### config.mk
export PLATFORM = sky130hd
export DESIGN_NAME = array_list_engine
export DESIGN_NICKNAME = d
export VERILOG_FILES = /design/src/hdl/ale_pkg.sv /design/src/hdl/ale_shift_seq.sv /design/src/hdl/array_list_engine.sv
export SDC_FILE = /design/constraint.sdc
export NUM_CORES = 2
export LEC_CHECK = 0
export BUFFER_PORTS_ARGS = -buffer_cell sky130_fd_sc_hd__buf_4
export CAP_MARGIN = 20
export CORE_UTILIZATION = 50
export DETAILED_ROUTE_END_ITERATION = 12
export GPL_TIMING_DRIVEN = 0
export PLACE_DENSITY = 0.68
export SETUP_SLACK_MARGIN = 0.3
export SLEW_MARGIN = 25
export SYNTH_ARGS = -nofsm -noshare
export SYNTH_HDL_FRONTEND = slang
export SYNTH_SLANG_ARGS = --single-unit
### constraint.sdc
create_clock -name clk -period 3.7 [get_ports clk]
set_clock_uncertainty 0.05 [all_clocks]
set_input_delay 1.11 -clock clk [delete_from_list [all_inputs] [get_ports clk]]
set_output_delay 1.11 -clock clk [all_outputs]
set_load 0.01 [all_outputs]
### src/hdl/ale_pkg.sv
// ============================================================================
// ale_pkg
// Shared types, codes and sizing for the array list engine.
// ============================================================================
package ale_pkg;

    // List capacity and the widths that follow from it.
    localparam int CAPACITY = 32;
    localparam int ADDR_W   = (CAPACITY > 1) ? $clog2(CAPACITY) : 1;
    localparam int CNT_W    = $clog2(CAPACITY + 1);

    // Fixed field widths of the beats.
    localparam int CMD_W    = 3;
    localparam int POS_W    = 5;
    localparam int DATA_W   = 32;
    localparam int COUNT_W  = 6;

    // Common width for comparing positions against the count.
    localparam int CMP_A    = (CNT_W > POS_W + 1) ? CNT_W : POS_W + 1;
    localparam int CMP_W    = (CMP_A > COUNT_W) ? CMP_A : COUNT_W;

    localparam logic [CMP_W-1:0] CAP_X   = CMP_W'(CAPACITY);
    localparam logic [CMP_W-1:0] ONE_X   = CMP_W'(1);
    localparam logic [CNT_W-1:0] CNT_ONE = CNT_W'(1);
    localparam logic [CNT_W-1:0] CNT_ZERO = '0;
    localparam logic [POS_W-1:0] POS_ONE = POS_W'(1);

    // Command codes.
    localparam logic [CMD_W-1:0] CMD_CLEAR  = 3'd0;
    localparam logic [CMD_W-1:0] CMD_APPEND = 3'd1;
    localparam logic [CMD_W-1:0] CMD_INSERT = 3'd2;
    localparam logic [CMD_W-1:0] CMD_DELETE = 3'd3;
    localparam logic [CMD_W-1:0] CMD_READ   = 3'd4;

    typedef struct packed {
        logic [CMD_W-1:0]         command;
        logic [POS_W-1:0]         position;
        logic signed [DATA_W-1:0] value;
    } cmd_beat_t;

    typedef struct packed {
        logic                     accepted;
        logic signed [DATA_W-1:0] item;
        logic [POS_W-1:0]         next_position;
        logic                     next_exists;
        logic [COUNT_W-1:0]       count;
    } rsp_beat_t;

    // Request from the control logic to the shift sequencer.
    typedef struct packed {
        logic              go;
        logic              up;
        logic [ADDR_W-1:0] first;
        logic [CNT_W-1:0]  moves;
    } shift_req_t;

    // Memory port requests and status from the shift sequencer.
    typedef struct packed {
        logic              rd_en;
        logic [ADDR_W-1:0] rd_addr;
        logic              wr_en;
        logic [ADDR_W-1:0] wr_addr;
        logic              busy;
    } shift_ctrl_t;

    function automatic logic [CMP_W-1:0] ext_cnt(input logic [CNT_W-1:0] c);
        return CMP_W'(c);
    endfunction

    function automatic logic [CMP_W-1:0] ext_pos(input logic [POS_W-1:0] p);
        return CMP_W'(p);
    endfunction

endpackage

### src/hdl/ale_shift_seq.sv
// ============================================================================
// ale_shift_seq
// Moves a run of list entries by one place, one entry per cycle, through
// a memory with registered read data.
// ============================================================================
module ale_shift_seq (
    input  logic                 clk,
    input  logic                 rst_n,
    input  ale_pkg::shift_req_t  req,
    output ale_pkg::shift_ctrl_t ctrl
);

    logic [ale_pkg::ADDR_W-1:0] src_reg;
    logic [ale_pkg::CNT_W-1:0]  left_reg;
    logic                       up_reg;
    logic                       wr_pend_reg;
    logic [ale_pkg::ADDR_W-1:0] wr_addr_reg;
    logic                       rd_go;

    // A source entry is read while moves remain; its data is written in the
    // next cycle to the neighbor in the direction of the shift.
    assign rd_go = (left_reg != ale_pkg::CNT_ZERO);

    always_ff @(posedge clk or negedge rst_n)
    begin
        if (!rst_n)
        begin
            src_reg     <= '0;
            left_reg    <= '0;
            up_reg      <= 1'b0;
            wr_pend_reg <= 1'b0;
            wr_addr_reg <= '0;
        end
        else if (req.go)
        begin
            src_reg     <= req.first;
            left_reg    <= req.moves;
            up_reg      <= req.up;
            wr_pend_reg <= 1'b0;
        end
        else
        begin
            wr_pend_reg <= rd_go;
            if (rd_go)
            begin
                left_reg    <= left_reg - ale_pkg::CNT_ONE;
                wr_addr_reg <= up_reg ? src_reg + 1'b1 : src_reg - 1'b1;
                src_reg     <= up_reg ? src_reg - 1'b1 : src_reg + 1'b1;
            end
        end
    end

    always_comb
    begin
        ctrl.rd_en   = rd_go;
        ctrl.rd_addr = src_reg;
        ctrl.wr_en   = wr_pend_reg;
        ctrl.wr_addr = wr_addr_reg;
        ctrl.busy    = rd_go || wr_pend_reg;
    end

endmodule

### src/hdl/array_list_engine.sv
// ============================================================================
// array_list_engine
// Fixed-capacity ordered list of 32-bit entries kept in an on-chip memory,
// with clear, append, insert, delete and read commands.
// ============================================================================
//
//  Channel | Signals                      | Beat
//  --------+------------------------------+----------------------------------
//  cmd     | cmd_valid, cmd_ready, cmd    | command, position, value
//  rsp     | rsp_valid, rsp_ready, rsp    | accepted, item, next_position,
//          |                              | next_exists, count
//
//  One command is in flight at a time. A short command (clear, append, read,
//  rejected or unknown) passes through the run and finish steps before it
//  raises rsp_valid and cmd_ready; an accepted insert or delete also waits
//  in the shift step while the memory moves one entry per cycle, and an
//  insert then writes its value. Reset clears count and control state, not
//  the memory; a stalled response holds off the next command.
//
module array_list_engine (
    input  logic                clk,
    input  logic                rst_n,
    input  logic                cmd_valid,
    output logic                cmd_ready,
    input  ale_pkg::cmd_beat_t  cmd,
    output logic                rsp_valid,
    input  logic                rsp_ready,
    output ale_pkg::rsp_beat_t  rsp
);

    // Control states.
    localparam logic [1:0] ST_IDLE  = 2'd0;
    localparam logic [1:0] ST_RUN   = 2'd1;
    localparam logic [1:0] ST_SHIFT = 2'd2;
    localparam logic [1:0] ST_FIN   = 2'd3;

    logic [1:0] state_reg, state_next;

    // The command being worked on.
    logic [ale_pkg::CMD_W-1:0]  cmd_reg;
    logic [ale_pkg::POS_W-1:0]  pos_reg;
    logic [ale_pkg::DATA_W-1:0] val_reg;

    // Element count and the parts of the response settled in the run step.
    logic [ale_pkg::CNT_W-1:0]  count_reg, count_next;
    logic                       acc_reg, acc_next;
    logic                       has_next_reg, has_next_next;
    logic [ale_pkg::POS_W-1:0]  nxt_reg, nxt_next;
    logic                       rd_item_reg, rd_item_next;

    // Response output register.
    logic                       rsp_valid_reg, rsp_valid_next;
    ale_pkg::rsp_beat_t         rsp_reg, rsp_next;

    // List memory: one write port and one read port, read data registered.
    logic [ale_pkg::DATA_W-1:0] mem [ale_pkg::CAPACITY];
    logic [ale_pkg::DATA_W-1:0] rdata_reg;
    logic                       mem_wr_en;
    logic [ale_pkg::ADDR_W-1:0] mem_wr_addr;
    logic [ale_pkg::DATA_W-1:0] mem_wr_data;
    logic                       mem_rd_en;
    logic [ale_pkg::ADDR_W-1:0] mem_rd_addr;

    // Direct memory accesses from the control logic.
    logic                       top_wr_en;
    logic [ale_pkg::ADDR_W-1:0] top_wr_addr;
    logic                       top_rd_en;

    ale_pkg::shift_req_t        shift_req;
    ale_pkg::shift_ctrl_t       shift_ctrl;

    // Position and count brought to a common width for the bound checks.
    logic [ale_pkg::CMP_W-1:0]  pos_x, cnt_x, pos_inc_x, cnt_dec_x;
    logic [ale_pkg::CMP_W-1:0]  ins_moves_x, del_moves_x;
    logic                       in_range, full, slot_free;

    assign pos_x       = ale_pkg::ext_pos(pos_reg);
    assign cnt_x       = ale_pkg::ext_cnt(count_reg);
    assign pos_inc_x   = pos_x + ale_pkg::ONE_X;
    assign cnt_dec_x   = cnt_x - ale_pkg::ONE_X;
    assign ins_moves_x = cnt_x - pos_x;
    assign del_moves_x = cnt_dec_x - pos_x;
    assign in_range    = (pos_x < cnt_x);
    assign full        = (cnt_x == ale_pkg::CAP_X);

    // The output register can take a new beat when empty or being drained.
    assign slot_free   = !rsp_valid_reg || rsp_ready;

    assign cmd_ready   = (state_reg == ST_IDLE);
    assign rsp_valid   = rsp_valid_reg;
    assign rsp         = rsp_reg;

    ale_shift_seq u_shift (
        .clk   (clk),
        .rst_n (rst_n),
        .req   (shift_req),
        .ctrl  (shift_ctrl)
    );

    always_comb
    begin
        state_next     = state_reg;
        count_next     = count_reg;
        acc_next       = acc_reg;
        has_next_next  = has_next_reg;
        nxt_next       = nxt_reg;
        rd_item_next   = rd_item_reg;
        rsp_valid_next = rsp_valid_reg;
        rsp_next       = rsp_reg;
        top_wr_en      = 1'b0;
        top_wr_addr    = count_reg[ale_pkg::ADDR_W-1:0];
        top_rd_en      = 1'b0;
        shift_req.go    = 1'b0;
        shift_req.up    = 1'b0;
        shift_req.first = cnt_dec_x[ale_pkg::ADDR_W-1:0];
        shift_req.moves = ins_moves_x[ale_pkg::CNT_W-1:0];

        if (rsp_valid_reg && rsp_ready)
        begin
            rsp_valid_next = 1'b0;
        end

        unique case (state_reg)
            ST_IDLE:
            begin
                if (cmd_valid)
                begin
                    state_next = ST_RUN;
                end
            end

            ST_RUN:
            begin
                // Bounds are checked here; the count takes its new value
                // at once, since later steps only use the latched inputs.
                acc_next      = 1'b0;
                has_next_next = 1'b0;
                nxt_next      = '0;
                rd_item_next  = 1'b0;
                state_next    = ST_FIN;
                unique case (cmd_reg)
                    ale_pkg::CMD_CLEAR:
                    begin
                        acc_next   = 1'b1;
                        count_next = ale_pkg::CNT_ZERO;
                    end
                    ale_pkg::CMD_APPEND:
                    begin
                        if (!full)
                        begin
                            acc_next   = 1'b1;
                            top_wr_en  = 1'b1;
                            count_next = count_reg + ale_pkg::CNT_ONE;
                        end
                    end
                    ale_pkg::CMD_INSERT:
                    begin
                        if (in_range && !full)
                        begin
                            acc_next        = 1'b1;
                            count_next      = count_reg + ale_pkg::CNT_ONE;
                            shift_req.go    = 1'b1;
                            shift_req.up    = 1'b1;
                            state_next      = ST_SHIFT;
                        end
                    end
                    ale_pkg::CMD_DELETE:
                    begin
                        if (in_range)
                        begin
                            acc_next        = 1'b1;
                            count_next      = count_reg - ale_pkg::CNT_ONE;
                            shift_req.go    = 1'b1;
                            shift_req.up    = 1'b0;
                            shift_req.first = pos_inc_x[ale_pkg::ADDR_W-1:0];
                            shift_req.moves = del_moves_x[ale_pkg::CNT_W-1:0];
                            state_next      = ST_SHIFT;
                        end
                    end
                    ale_pkg::CMD_READ:
                    begin
                        if (in_range)
                        begin
                            acc_next     = 1'b1;
                            rd_item_next = 1'b1;
                            top_rd_en    = 1'b1;
                            if (pos_inc_x < cnt_x)
                            begin
                                has_next_next = 1'b1;
                                nxt_next      = pos_reg + ale_pkg::POS_ONE;
                            end
                        end
                    end
                    default:
                    begin
                        // Unknown commands leave everything as it is.
                    end
                endcase
            end

            ST_SHIFT:
            begin
                // Once the last move is written, an insert drops the new
                // value into the hole it opened.
                if (!shift_ctrl.busy)
                begin
                    if (cmd_reg == ale_pkg::CMD_INSERT)
                    begin
                        top_wr_en   = 1'b1;
                        top_wr_addr = pos_x[ale_pkg::ADDR_W-1:0];
                    end
                    state_next = ST_FIN;
                end
            end

            ST_FIN:
            begin
                if (slot_free)
                begin
                    rsp_valid_next         = 1'b1;
                    rsp_next.accepted      = acc_reg;
                    rsp_next.item          = rd_item_reg ? rdata_reg : '0;
                    rsp_next.next_position = nxt_reg;
                    rsp_next.next_exists   = has_next_reg;
                    rsp_next.count         = cnt_x[ale_pkg::COUNT_W-1:0];
                    state_next             = ST_IDLE;
                end
            end

            default:
            begin
                state_next = ST_IDLE;
            end
        endcase
    end

    // Memory port selection: the sequencer owns both ports while it runs.
    always_comb
    begin
        mem_wr_en   = shift_ctrl.wr_en || top_wr_en;
        mem_wr_addr = shift_ctrl.wr_en ? shift_ctrl.wr_addr : top_wr_addr;
        mem_wr_data = shift_ctrl.wr_en ? rdata_reg : val_reg;
        mem_rd_en   = shift_ctrl.rd_en || top_rd_en;
        mem_rd_addr = shift_ctrl.rd_en ? shift_ctrl.rd_addr
                                       : pos_x[ale_pkg::ADDR_W-1:0];
    end

    always_ff @(posedge clk)
    begin
        if (mem_wr_en)
        begin
            mem[mem_wr_addr] <= mem_wr_data;
        end
        if (mem_rd_en)
        begin
            rdata_reg <= mem[mem_rd_addr];
        end
    end

    always_ff @(posedge clk or negedge rst_n)
    begin
        if (!rst_n)
        begin
            state_reg     <= ST_IDLE;
            count_reg     <= '0;
            rsp_valid_reg <= 1'b0;
        end
        else
        begin
            state_reg     <= state_next;
            count_reg     <= count_next;
            rsp_valid_reg <= rsp_valid_next;
        end
    end

    always_ff @(posedge clk)
    begin
        if (cmd_valid && cmd_ready)
        begin
            cmd_reg <= cmd.command;
            pos_reg <= cmd.position;
            val_reg <= cmd.value;
        end
        acc_reg      <= acc_next;
        has_next_reg <= has_next_next;
        nxt_reg      <= nxt_next;
        rd_item_reg  <= rd_item_next;
        rsp_reg      <= rsp_next;
    end

    // The count never goes beyond the capacity of the list.
    assert property (@(posedge clk) disable iff (!rst_n)
        cnt_x <= ale_pkg::CAP_X)
        else $error("list count above capacity");

    // The shift sequencer is quiet whenever a new command can be taken.
    assert property (@(posedge clk) disable iff (!rst_n)
        (state_reg == ST_IDLE) |-> !shift_ctrl.busy)
        else $error("shift still running while idle");

    // Direct writes never collide with a write from the sequencer.
    assert property (@(posedge clk) disable iff (!rst_n)
        shift_ctrl.wr_en |-> !top_wr_en)
        else $error("memory write port conflict");

    // A command beat always leads into the run step.
    assert property (@(posedge clk) disable iff (!rst_n)
        (cmd_valid && cmd_ready) |=> (state_reg == ST_RUN))
        else $error("command beat not executed");

    // A response is loaded only into a free output register.
    assert property (@(posedge clk) disable iff (!rst_n)
        (rsp_valid && !rsp_ready) |=> $stable(rsp))
        else $error("pending response overwritten");

endmodule
# Word level (Yosys, flattened, before mapping)
# Memory sizes are Yosys's and may differ from the RTL's. A register that Yosys moved wholly into a read port is not among the register bits.
# Cells that the tools add are included.
[word_totals] regBits=120 ramBits=1024 input_bits=44 output_inout_bits=47 wordCells=113 n_memories=1
[memory_table] memory="mem" depth=32 width=32 rd=1 rd_ports_with_merged_regs=1 wr=1 line="array_list_engine.sv:56" rtl="logic [ale_pkg::DATA_W-1:0] mem [ale_pkg::CAPACITY];"
[op_classes] n_addsub=9 n_lt_le_gt_ge=2 n_eq_ne=14 muxes=45 n_bitwise=1 n_reduce_logical=21
[ops] op="$mux 5" n=9
[ops] op="$mux 32" n=1
[ops] op="$mux 6" n=5
[ops] op="$mux 13" n=2
[ops] op="$pmux 6 s4" n=1
[ops] op="$mux 1" n=17
[ops] op="$ne 2x2->1 const B" n=6
[ops] op="$sub 6x1->6 const B" n=2
[ops] op="$sub 6x5->6" n=2
[ops] op="$mux 11" n=1
[ops] op="$add 5x1->5 const B" n=2
[ops] op="$mux 2" n=4
[ops] op="$pmux 2 s4" n=1
[ops] op="$add 5x1->6 const B" n=1
[ops] op="$add 6x1->6 const B" n=1
[ops] op="$eq 3x2->1 const B" n=2
[ops] op="$eq 6x6->1 const B" n=1
[ops] op="$lt 5x6->1" n=1
[ops] op="$lt 6x6->1" n=1
[ops] op="$reduce_and 2->1" n=3
[ops] op="$reduce_and 3->1" n=2
[ops] op="$reduce_bool 6->1" n=1
[ops] op="$reduce_and 5->1" n=1
[ops] op="$sub 5x1->5 const B" n=1
[ops] op="16 further kinds" n=24

# Longest topological paths before layout
[logic_depth] word_depth=8 depth_mapped=12 depth_no_buf=10

# By module
# A second synthesis with hierarchy kept.
[unflattened] hier_cells=3006 hier_area_um2=48522.8
[by_module_without_submodules] module="array_list_engine" n_inst=1 cells_each=2902 area_each_um2=47484.3 seq_area_each_um2=34728.3
[by_module_without_submodules] module="ale_shift_seq" n_inst=1 cells_each=104 area_each_um2=1038.5 seq_area_each_um2=450.4

# Worst setup path before layout
# OpenSTA, ideal clock, no wires.
[synth_path] kind="reg2reg" from="reg state_reg[0]" to="mem mem[21][0] (netlist bit), enable pin" setup_ns=0.421 arrival_ns=3.352 t_required_ns=3.229 setup_slack_ns=-0.123 path_stages_with_launch=10 path_buffers=1 synth_period_minus_slack_ns=3.823 cell_sequence="dfrtp_1 inv_1 ha_1 nor4bb_1 nand4b_2 mux2i_1 o21a_1 or3_1 buf_2 nor2_1"
[synth_between] elab_chain_len=5 word_cells_on_any_way=8 cone_classes="2 x eq/ne; 5 x mux; 1 x reduce/logical"
[synth_rtl] element="start: declaration" line="array_list_engine.sv:37" rtl="logic [1:0] state_reg, state_next;"
[synth_rtl] element="start signal: assignment" line="array_list_engine.sv:270" rtl="state_reg <= state_next;"
[synth_rtl] element="$eq 2x2->1 or $eq 2x1->1 (tied branches)" line="array_list_engine.sv:123" rtl="unique case (state_reg)"
[synth_rtl] element="$pmux 1 s2" line="array_list_engine.sv:123"
[synth_rtl] element="$logic_or 1x1->1" line="array_list_engine.sv:240" rtl="mem_wr_en = shift_ctrl.wr_en || top_wr_en;"
[synth_rtl] element="$mux 1" line="array_list_engine.sv:250" rtl="if (mem_wr_en)"
[synth_rtl] element="$mux 1 (implied by the code)" line="array_list_engine.sv:252" rtl="mem[mem_wr_addr] <= mem_wr_data;"
[synth_rtl] element="end: declaration" line="array_list_engine.sv:56"
# Parallel ways exist; a longest one is shown, timed or not.

# Worst setup path after layout
[layout_path] from="reg u_shift.left_reg[1] (netlist bit)" to="reg rdata_reg[3] (netlist bit), read port of mem, data pin"
[layout_between] elab_chain_len=2 word_cells_on_any_way=3 cone_classes="1 x mux; 2 x reduce/logical"
[layout_rtl] element="start: declaration" line="ale_shift_seq.sv:14" rtl="logic [ale_pkg::CNT_W-1:0] left_reg;"
[layout_rtl] element="start signal: assignment" line="ale_shift_seq.sv:37" rtl="left_reg <= req.moves;"
[layout_rtl] element="start signal: assignment" line="ale_shift_seq.sv:46" rtl="left_reg <= left_reg - ale_pkg::CNT_ONE;"
[layout_rtl] element="$reduce_bool 6->1 (*)" line="ale_shift_seq.sv:22" rtl="assign rd_go = (left_reg != ale_pkg::CNT_ZERO);"
[layout_rtl] element="$mux 5 or $logic_or 1x1->1 (tied branches)" line="array_list_engine.sv:244, array_list_engine.sv:243"
[layout_rtl] element="end: declaration" line="array_list_engine.sv:57" rtl="logic [ale_pkg::DATA_W-1:0] rdata_reg;"
# Mark *: on every way between the ends. The rest lies on a longest branch, timed or not.
# A chain may end at the register's enable or synchronous reset.

==> impl_results.md <==
- Async SR Flop Fraction: under 10%
- IO Port Bufs: 90
- Period utilization: 91.6%
- Max stage delay cell, worst path: nor4_2
- Clk buf depth: 3
- GRT overflow: 0
- Initial core utilization: approximately half
- Initial antenna violation count: 2
- Lkg Pwr: 0.0196 uW
- Detailed-router iteration count before antenna repair: 6
- Hold buffers post-CTS: 0
- Mux cell area share after synthesis: 13.0%
- Layout Cells excl Fill: approximately 4300
- Die H: a little over 300 microns
- Area Overhead vs Synth: 19.1%
- Critical-path maximum fanout: 10
- Die area: 0.0940 sq mm
- Diode count: 0
- Final Hold Fails: 0
- Max reg flops: about 1000
- Vias: 26200
- Final RePlAce weighted congestion: around 0.89
- Switching Share: 36.6%
- Synth area leader: edfxtp_1
- Switching pwr: 18800 uW
- Max-cap viol count: 0
- Adder-cell share of the synthesized area: 0.814%
- I/O pins: 91
- Register area share after synthesis: 75.8%
- Most frequent cell after synthesis: edfxtp_1
- Post-synth EDFFs: 1149
- Final WL: between 100000 and 150000 microns
- Clk pwr share: 21.8%
- Num rows: ~110
- FF-to-FF path depth: 10
- Antenna Nets Post-Route: 0
- Clk Latency, worst-skew pair: 0.72 ns
- Iter 0 DRT Violations: 3316
- Core area: approximately 0.09 sq mm
- Reg clk slew, reported paths: 0.07 ns
- Comb pwr share: 38.5%
- Commonest cells post-synth: edfxtp_1, mux2i_1, o22ai_1
- Main synth FF type: edfxtp_1
- Tightest Pin Transition: 0.948 ns
- Worst Path Arrival: ~3.7 ns
- Placed insts: 3985
- Seq cells post-synth: 1176
- Main combinational cell family by area after synthesis: multiplexers
- # setup viols final: 0
- CP endpoint kind: flip-flop
- Via density: around 6.2
- Hpwl dp: 81500 microns
- Highest Clock Rate: 295 MHz
- Post-synthesis instance total: 2603
- Syn Std Cell Area: roughly 0.046 sq mm
- Relative slew slack: 36.8%
- Die Wd: 307 microns
- HP Class: in2async
- Vias in the first global route: 26100
- Fin. max-slew vios: 0
- RSZ-0062 raised after global routing: true
- First-pass GRT wire length: 179000 microns
- Largest net degree at the start of global routing: 46
- Pre-CTS setup slack: -0.820 ns
- Hold Slack: 0.315 ns
- Run status: completed
- Clock sink count: between 1000 and 1500
- Power density cells: a little over 900 mW/mm^2
- Simple-gate share of the synthesized area: 3.07%
- Top cells by area, synth: edfxtp_1, mux2i_1, o22ai_1, dfrtp_1, mux2_2
- CTS tree: built
- Synth top area share: approximately three quarters
- Avg Synthesized Cell Area: 17.8 sq um
- Setup crit start kind: flip-flop
- Post-layout min period: 3.39 ns
- DRC viols: 0
- Post-route setup TNS: 0 ns
- PnR worst setup slack: 0.310 ns
- Post-synth cell types: 55
- CP peak stage delay: approximately 0.63 ns
- Share of cells above drive strength 1: around a fifth
- Critical Path RT: 4.03 ns
- Register share of total power: 39.7%
- Synth Area in Compound Gates: 4.63%
- Max IR drop VDD: 0.531 mV
- Worst-path cell chain: inv_1, ha_4, nand3b_1, buf_6, mux2_2, nand2_2, buf_2, o22ai_1, nor4_2, mux2i_1
- Xor and xnor fraction of the mapped netlist area: 0.491%
- Synthesized Nets: 2676
- Synth warn: 0
- Setup CP Type: reg2reg
- CTS HTree Levels: 3
- Final net count: 2990
- CTS buffer count: about 110
- Cell internal pwr: between 30000 and 40000 uW
- Root Buffer: clkbuf_16
- Tot GR Track Use: 26.7%
- DR WL/cell: just under 30 microns
## power by group through the flow
stage	logic, uW	clock network [uW]	registers (uW)
after floorplan	10400	0	20400
after global placement	16600	0	20700
after detailed placement	17900	0	20600
after CTS	19000	11300	20400
after global routing	20600	11800	20600
final	19800	11200	20400
## worst paths after layout
kind                                     start      endpoint  slack [ns]
min reg2reg                         nxt_reg[0]        rsp[7]        0.38
max reg2reg                u_shift.left_reg[1]  rdata_reg[3]        0.31
max                        u_shift.left_reg[1]  rdata_reg[3]        0.31
min                                      rst_n      cnt_x[2]        0.31
min in group clk                    nxt_reg[0]        rsp[7]        0.38
max in group asynchronous                rst_n      cnt_x[0]        2.96
## through the flow
stage / util (%) / total power [uW] / instance area, sq um
5_1_grt: 60.2 / 53000 / 55200
4_1_cts: 59.7 / 50600 / 54800
6_report: 60.2 / 51500 / 55200
3_3_place_gp: 53.0 / 37300 / 48600
3_5_place_dp: 54.6 / 38600 / 50100
2_1_floorplan: - / 30900 / 46400
## layer usage
layer  vias up  track usage, %  wire length (microns)
met5         -               0                     16
met4         2            10.8                   4990
met3       289            5.66                  12600
met2      1588            42.8                  60200
met1     13300            35.6                  48900
li1      11100               -                      -
## layout make-up
cell class              count  area, sq um
plain buffers             134          997
fillers                  6516        36600
inverters                  30          113
clock buffers             135         2910
multi-input cells        1263        11100
clock inverters            70          669
repair buffers            199         2730
well taps                1243         1560
flip-flops and latches   1176        35200
## worst max-delay path: cells and delay by family, from the launching register on
family	cells	cell delay, ns
simple gates	3	1.05
buf+inv	3	0.68
mux	2	0.55
flops	1	0.37
fa+ha+maj	1	0.19
compound gates	1	0.18
## kinds of logic (layout without fill, tap and decap cells)
family / count (synthesis) / in the layout
AND/OR/NAND/NOR: 268 / 268
AO/OA/AOI/OAI: 341 / 341
flip-flops: 1176 / 1176
adder cells (fa/ha/maj): 29 / 29
multiplexers: 599 / 599
XOR/XNOR: 26 / 26
buffers and inverters: 164 / 568
## placed cells by master, fill, tap and decap left out, drive strengths merged, types with 2 or more instances in the layout
master / count
fa: 2
o22ai: 260
edfxtp: 1149
dfrtp: 27
o32a: 2
nand2b: 8
a21oi: 20
nor3: 11
and3: 4
o211ai: 3
or3: 2
clkinv: 53
o31a: 2
nor4b: 2
nand2: 46
o21ai: 25
inv: 35
a41oi: 2
nor2b: 8
o22a: 2
nor2: 67
mux2: 40
clkinvlp: 3
clkbuf: 167
a221oi: 2
a211oi: 2
xor2: 11
bufinv: 9
nor4: 65
and2: 36
xnor2: 15
nand3: 11
ha: 27
buf: 300
mux2i: 559
a21o: 6
o21a: 7
## repair_timing
action	4_1_cts	5_1_grt
resized for setup	74	84
endpoints found under the setup margin	1089	1008
setup buffers	54	6
pin swaps	30	10
No activity file was read; power rests on OpenSTA's default activity.
